## src/rtl/slcd_pkg.sv

```systemverilog
// ----------------------------------------------------------------------------
// slcd_pkg
// Shared types and constants for the sync/length/checksum deframer.
// ----------------------------------------------------------------------------
package slcd_pkg;

    // sync pair that opens every frame
    localparam logic [7:0] SYNC_FIRST  = 8'hFF;
    localparam logic [7:0] SYNC_SECOND = 8'hFE;

    // idle timeout after reset, in ticks
    localparam logic [15:0] TIMEOUT_RESET = 16'd1000;

    // input item kinds
    localparam logic MODE_BYTE = 1'b0;
    localparam logic MODE_TICK = 1'b1;

    // result item kinds
    localparam logic KIND_PAYLOAD   = 1'b0;
    localparam logic KIND_FRAME_END = 1'b1;

    // parser phase
    typedef enum logic [2:0] {
        PH_HUNT1 = 3'd0,
        PH_HUNT2 = 3'd1,
        PH_LEN   = 3'd2,
        PH_DATA  = 3'd3,
        PH_CHECK = 3'd4
    } phase_t;

    // one input item
    typedef struct packed {
        logic       mode;
        logic [7:0] rx_byte;
    } in_item_t;

    // one result item
    typedef struct packed {
        logic       result_kind;
        logic [7:0] data_byte;
        logic [7:0] byte_index;
        logic       frame_ok;
        logic [7:0] frame_length;
        logic [7:0] error_count;
    } out_item_t;

endpackage

```

## src/rtl/slcd_parser.sv

```systemverilog
// ----------------------------------------------------------------------------
// slcd_parser
// Frame parser state and its update for one item.
// ----------------------------------------------------------------------------
module slcd_parser
    import slcd_pkg::*;
(
    input  logic        clk,
    input  logic        rst_n,
    input  logic        step,
    input  in_item_t    item,
    input  logic [15:0] timeout_ticks,
    output logic        has_result,
    output out_item_t   result
);

    phase_t      phase_reg,      phase_next;
    logic [7:0]  length_reg,     length_next;
    logic [7:0]  count_reg,      count_next;
    logic [7:0]  sum_reg,        sum_next;
    logic [7:0]  errors_reg,     errors_next;
    logic [15:0] idle_reg,       idle_next;
    logic        running_reg,    running_next;

    logic [15:0] idle_inc;
    logic [7:0]  count_inc;
    logic        sum_match;

    assign idle_inc  = idle_reg + 16'd1;
    assign count_inc = count_reg + 8'd1;
    assign sum_match = (sum_reg == item.rx_byte);

    // state registers
    always_ff @(posedge clk or negedge rst_n)
    begin
        if (!rst_n)
        begin
            phase_reg   <= PH_HUNT1;
            length_reg  <= '0;
            count_reg   <= '0;
            sum_reg     <= '0;
            errors_reg  <= '0;
            idle_reg    <= '0;
            running_reg <= 1'b0;
        end
        else if (step)
        begin
            phase_reg   <= phase_next;
            length_reg  <= length_next;
            count_reg   <= count_next;
            sum_reg     <= sum_next;
            errors_reg  <= errors_next;
            idle_reg    <= idle_next;
            running_reg <= running_next;
        end
    end

    // next state and result for the item at hand
    always_comb
    begin
        phase_next   = phase_reg;
        length_next  = length_reg;
        count_next   = count_reg;
        sum_next     = sum_reg;
        errors_next  = errors_reg;
        idle_next    = idle_reg;
        running_next = running_reg;
        has_result   = 1'b0;

        result.result_kind  = KIND_PAYLOAD;
        result.data_byte    = item.rx_byte;
        result.byte_index   = count_reg;
        result.frame_ok     = 1'b0;
        result.frame_length = length_reg;
        result.error_count  = errors_reg;

        if (item.mode == MODE_TICK)
        begin
            // idle timer, only while armed
            if (running_reg)
            begin
                if (idle_inc >= timeout_ticks)
                begin
                    running_next = 1'b0;
                    idle_next    = '0;
                    phase_next   = PH_HUNT1;
                end
                else
                begin
                    idle_next = idle_inc;
                end
            end
        end
        else
        begin
            // every byte rearms the timer
            idle_next    = '0;
            running_next = 1'b1;

            unique case (phase_reg)
                PH_HUNT2:
                begin
                    phase_next = (item.rx_byte == SYNC_SECOND) ? PH_LEN : PH_HUNT1;
                end
                PH_LEN:
                begin
                    length_next = item.rx_byte;
                    count_next  = '0;
                    sum_next    = '0;
                    phase_next  = (item.rx_byte == 8'd0) ? PH_CHECK : PH_DATA;
                end
                PH_DATA:
                begin
                    has_result = 1'b1;
                    sum_next   = sum_reg + item.rx_byte;
                    count_next = count_inc;
                    if (count_inc == length_reg)
                    begin
                        phase_next = PH_CHECK;
                    end
                end
                PH_CHECK:
                begin
                    has_result          = 1'b1;
                    result.result_kind  = KIND_FRAME_END;
                    result.byte_index   = '0;
                    result.frame_ok     = sum_match;
                    if (!sum_match)
                    begin
                        errors_next = errors_reg + 8'd1;
                    end
                    result.error_count  = errors_next;
                    phase_next          = PH_HUNT1;
                end
                default:
                begin
                    phase_next = (item.rx_byte == SYNC_FIRST) ? PH_HUNT2 : PH_HUNT1;
                end
            endcase
        end
    end

endmodule

```

## src/rtl/sync_length_checksum_deframer_unit.sv

```systemverilog
// ----------------------------------------------------------------------------
// sync_length_checksum_deframer_unit
// Sync-pair, length-prefixed frame parser with an 8-bit additive checksum.
// ----------------------------------------------------------------------------
// Items are received bytes or idle-timer ticks. The parser hunts for the sync
// pair FF FE, reads a length byte and passes each payload byte on as a result,
// then checks the closing checksum byte against the 8-bit sum of the payload
// and reports the frame end with its status and the running mismatch count.
// One item is accepted per clock while the output is not stalled: it sits
// in an input register, the parser updates its state from it and any result
// lands in the output register. A stalled output holds the parser, so at
// most one more item waits in the input register. timeout_ticks may only be
// written while no item is in flight.
// ----------------------------------------------------------------------------
module sync_length_checksum_deframer_unit
    import slcd_pkg::*;
(
    input  logic        clk,
    input  logic        rst_n,
    input  logic        in_valid,
    output logic        in_stall,
    input  in_item_t    in_item,
    output logic        out_valid,
    input  logic        out_stall,
    output out_item_t   out_item,
    input  logic        cfg_we,
    input  logic [15:0] cfg_data
);

    logic        s1_valid_reg;
    in_item_t    s1_item_reg;
    logic        out_valid_reg;
    out_item_t   out_item_reg;
    logic [15:0] timeout_reg;

    logic        advance;
    logic        has_result;
    out_item_t   result;

    // the held item moves on when the output register can take a result
    assign advance  = s1_valid_reg && (!out_valid_reg || !out_stall);
    assign in_stall = s1_valid_reg && !advance;

    // timeout register
    always_ff @(posedge clk or negedge rst_n)
    begin
        if (!rst_n)
        begin
            timeout_reg <= TIMEOUT_RESET;
        end
        else if (cfg_we)
        begin
            timeout_reg <= cfg_data;
        end
    end

    // input register
    always_ff @(posedge clk or negedge rst_n)
    begin
        if (!rst_n)
        begin
            s1_valid_reg <= 1'b0;
        end
        else if (!in_stall)
        begin
            s1_valid_reg <= in_valid;
        end
    end

    always_ff @(posedge clk)
    begin
        if (in_valid && !in_stall)
        begin
            s1_item_reg <= in_item;
        end
    end

    // parser
    slcd_parser u_parser (
        .clk           (clk),
        .rst_n         (rst_n),
        .step          (advance),
        .item          (s1_item_reg),
        .timeout_ticks (timeout_reg),
        .has_result    (has_result),
        .result        (result)
    );

    // output register
    always_ff @(posedge clk or negedge rst_n)
    begin
        if (!rst_n)
        begin
            out_valid_reg <= 1'b0;
        end
        else if (advance)
        begin
            out_valid_reg <= has_result;
        end
        else if (!out_stall)
        begin
            out_valid_reg <= 1'b0;
        end
    end

    always_ff @(posedge clk)
    begin
        if (advance && has_result)
        begin
            out_item_reg <= result;
        end
    end

    assign out_valid = out_valid_reg;
    assign out_item  = out_item_reg;

`ifndef SYNTHESIS
    // input only stalls while an item is held
    a_stall_needs_item: assert property (@(posedge clk) disable iff (!rst_n)
        in_stall |-> s1_valid_reg)
        else $error("input stalled with empty input register");

    // a tick never yields a result
    a_tick_no_result: assert property (@(posedge clk) disable iff (!rst_n)
        (advance && s1_item_reg.mode == MODE_TICK && !out_valid_reg) |=> !out_valid_reg)
        else $error("tick produced a result");

    // payload results carry no status
    a_payload_no_ok: assert property (@(posedge clk) disable iff (!rst_n)
        (out_valid_reg && out_item_reg.result_kind == KIND_PAYLOAD) |-> !out_item_reg.frame_ok)
        else $error("payload result with frame_ok set");

    // frame end results carry index zero
    a_end_index_zero: assert property (@(posedge clk) disable iff (!rst_n)
        (out_valid_reg && out_item_reg.result_kind == KIND_FRAME_END)
            |-> (out_item_reg.byte_index == 8'd0))
        else $error("frame end result with nonzero byte_index");
`endif

endmodule

```

## config.mk

```make
export PLATFORM = sky130hd
export DESIGN_NAME = sync_length_checksum_deframer_unit
export DESIGN_NICKNAME = d
export VERILOG_FILES = /design/src/rtl/slcd_pkg.sv /design/src/rtl/slcd_parser.sv /design/src/rtl/sync_length_checksum_deframer_unit.sv
export SDC_FILE = /design/constraint.sdc
export NUM_CORES = 1
export LEC_CHECK = 0
export BUFFER_PORTS_ARGS = -buffer_cell sky130_fd_sc_hd__buf_4
export CAP_MARGIN = 20
export CELL_PAD_IN_SITES_DETAIL_PLACEMENT = 1
export CELL_PAD_IN_SITES_GLOBAL_PLACEMENT = 1
export CORE_MARGIN = 2
export CORE_UTILIZATION = 30
export CTS_CLUSTER_DIAMETER = 100
export DETAILED_ROUTE_END_ITERATION = 10
export HOLD_SLACK_MARGIN = 0.05
export PLACE_DENSITY = 0.65
export SLEW_MARGIN = 10
export SYNTH_ARGS = -nofsm -noshare
export SYNTH_HDL_FRONTEND = slang
export SYNTH_SLANG_ARGS = --single-unit
```

## constraint.sdc

```tcl
create_clock -name clk -period 8.2 [get_ports clk]
set_input_delay 0.41 -clock clk [delete_from_list [all_inputs] [get_ports clk]]
set_output_delay 0.41 -clock clk [all_outputs]
set_load 0.005 [all_outputs]
```

==> results by group <==
Run status
  • Status: finished clean

Cells and area
  • Fin cells: 820
  • Post-layout util: 37.42%
  • Nets: 635
  • Fillers: 2012
  • Post-route cell area: 6790 um^2
  • Area grow syn2layout: 21.55%
  • Layout cells sized above 1: 20.64%
  • FF+latch area: 3050 um^2
  • Multi-input logic area: 2341 um^2
  • Max FFs per register: 34
  • Antenna diodes: 0

Routing
  • Drt drc: 0
  • Vias per cell: 5.002
  • WL/cell: 15.99 um
  • Drt first pass iters: 4
  • Routed WL: 13.12 mm
  • Post-route ant nets: 0
  • Via Count: 4102
  • Iter 0 DRT Violations: 214

Logic synthesis
  • Post-synth EDFFs: 43
  • Synth cell types: 53
  • Most used DFF post-synth: dfrtp_1
  • Largest family of logic cells by synthesized area: simple AND/OR/NAND/NOR gates
  • Post-synthesis register bit count: 113
  • Synth Area in Simple Gates: 14.71%
  • Synthesized area per cell: 10.81 um^2
  • Post-synthesis cell area: 5587 um^2
  • Post-synth ARST share: 61.95%
  • Adder-cell share of the synthesized area: 6.181%
  • Post-synthesis cell count: 517
  • Post-synthesis mux area share: 2.598%
  • Mapped Nets: 574
  • YS warnings: 0
  • Synth Area in Compound Gates: 11.44%
  • Xor/xnor share of the synthesized area: 6.741%
  • Seq/Total Area, Yosys: 54.60%

STA
  • Tmin final: 3.660 ns
  • Final setup margin: 4.540 ns
  • Slew HR: 36.10%
  • Highest Clock Rate: 273.2 MHz
  • Clock skew: 0.008850 ns
  • # setup viols final: 0
  • Share of the cycle needed by the critical path after routing: 44.64%
  • Fin. Hold Viols: 0
  • Unrepaired setup endpoints after global routing: no
  • Worst-margin pin slew: 0.9586 ns
  • Max Slew Vio Count: 0
  • Hold slack: 0.1558 ns
  • Setup TNS: 0 ns

GRT
  • Largest net degree at the start of global routing: 71
  • First-pass GRT wire length: 22.01 mm
  • GRT Total Usage: 14.07%
  • Initial antenna violation count: 0
  • Total grt overflow: 0
  • Vias in the first global route: 4325

Placement
  • Buffers on Ports: 65
  • Placed cells: 788
  • RD Place Congestion: 0.7618
  • DP HPWL: 9.182 mm
  • Place WS: 4.557 ns
  • Post-DP Area: 6282 um^2

Worst setup path
  • Cell Chain, Critical Path: nand3_1, or4b_1, nor2_1, nand4_1, xnor2_1, ha_1, a21oi_1, o21ai_0, a21oi_1, o2111a_1, and3_1, a221o_1
  • CP delay by family, top: simple AND/OR/NAND/NOR gates
  • WS Path Type: flop to flop
  • Crit end category: flop
  • Slowest Stage Delay on Critical Path: 0.65 ns
  • Critical path data arrival time: 4.00 ns
  • Slowest cell on crit path: o2111a_1
  • Top cell by count, worst path: a21oi_1
  • Buf+Inv Stages, Crit Path: 0
  • Crit path max fanout: 18
  • Worst EP required: 8.54 ns
  • Startpoint types: flop

CTS
  • H-tree levels: 4
  • Hold_buf cts: 0
  • Postcts setup bufs: 0
  • Clock slew at reported path FFs: 0.05 ns
  • Post-CTS resize count: 0
  • Clk sinks: 113
  • TritonCTS Buffers: 17
  • CTS tree: done
  • CTS root buf: clkbuf_16
  • Clk_lat worst skew: 0.41 ns
  • Maximum clock path buffer count: 2

Power
  • Leakage: 2.937 nW
  • Worst VDD drop: 0.1304 mV
  • Pwr dens: 247.1 nW/um^2
  • Total power draw: 1.678 mW

Floorplanning
  • Die span in y: 140.5 um
  • Rows: 49
  • Initial core utilization: 30.78%
  • Core Region: 18150 um^2
  • Die ar.: 19730 um^2
  • IO Pins: 66
  • Die width: 140.5 um

Worst hold path
  • Worst Hold Class: input pin to asynchronous set/reset pin

Run
  • Number of max-cap violations: 0
==> area by class of cell <==
type | instances | area share [%]
clock buffers | 20 | 6.431
repair buffers | 67 | 7.407
flip-flops and latches | 113 | 44.92
multi-input cells | 352 | 34.48
well taps | 229 | 4.220
inverters | 27 | 1.493
clock inverters | 12 | 1.050
==> metal layers <==
metal / vias to the layer above / GRT usage, % / wire length [um]
met5: - / 0 / 0
li1: 1944 / - / -
met4: 0 / 5.263 / 238
met2: 88 / 23.48 / 6446
met1: 2051 / 17.97 / 5929
met3: 19 / 3.111 / 501
==> worst paths after layout <==
| path | startpoint | endpoint | slack (ns) | cells after the start |
|---|---|---|---|---|
| max | u_parser.idle_reg[6] | u_parser.idle_reg[6] | 4.54 | 12 |
| min | rst_n | timeout_reg[4] | 0.16 | 1 |
| max reg2reg | u_parser.idle_reg[6] | u_parser.idle_reg[6] | 4.54 | 12 |
| min reg2reg | u_parser.sum_reg[0] | u_parser.sum_reg[0] | 0.48 | 2 |
| max in group asynchronous | rst_n | u_parser.errors_reg[1] | 7.42 | 1 |
| min in group clk | in_item[1] | s1_item_reg[1] | 0.18 | 1 |
==> cells by family (layout without fill, tap and decap cells) <==
family          after synthesis  in the layout
compound gates              100            100
simple gates                169            169
xor+xnor                     43             43
mux                          13             13
buf+inv                      52            126
flops                       113            113
fa+ha+maj                    27             27
==> layout by cell type, fill, tap and decap left out, types with 6 or more instances in the layout <==
cell | synthesis | layout
nand4_1 | 7 | 7
nand2_1 | 64 | 64
xnor2_1 | 29 | 29
edfxtp_1 | 43 | 43
a22o_1 | 13 | 13
dfstp_2 | 6 | 6
nor2_1 | 25 | 25
clkbuf_16 | 0 | 17
ha_1 | 26 | 26
nand3_1 | 20 | 20
mux2_2 | 12 | 12
a21o_1 | 6 | 6
o21ai_0 | 40 | 39
or3_1 | 6 | 6
a21oi_1 | 19 | 19
dfrtp_1 | 64 | 64
inv_1 | 26 | 26
nor2b_1 | 11 | 11
buf_4 | 2 | 67
nor3_1 | 11 | 11
clkinv_2 | 0 | 7
xor2_1 | 14 | 14
==> synth_stat cells, types with 12 or more instances <==
cell	count	area share, %
a21oi_1	19	1.7
a22o_1	13	2.0
clkbuf_1	18	1.2
dfrtp_1	64	29
edfxtp_1	43	23
ha_1	26	5.8
inv_1	26	1.7
mux2_2	12	2.4
nand2_1	64	4.3
nand3_1	20	1.8
nor2_1	25	1.7
o21ai_0	40	3.6
xnor2_1	29	4.5
xor2_1	14	2.2
==> power breakdown <==
group,leakage (nW),switching (mW),internal [mW]
Sequential,1.31,0.0863,0.659
Clock,0.251,0.256,0.380
Combinational,1.37,0.161,0.136
(Power assumes the default switching activity.)
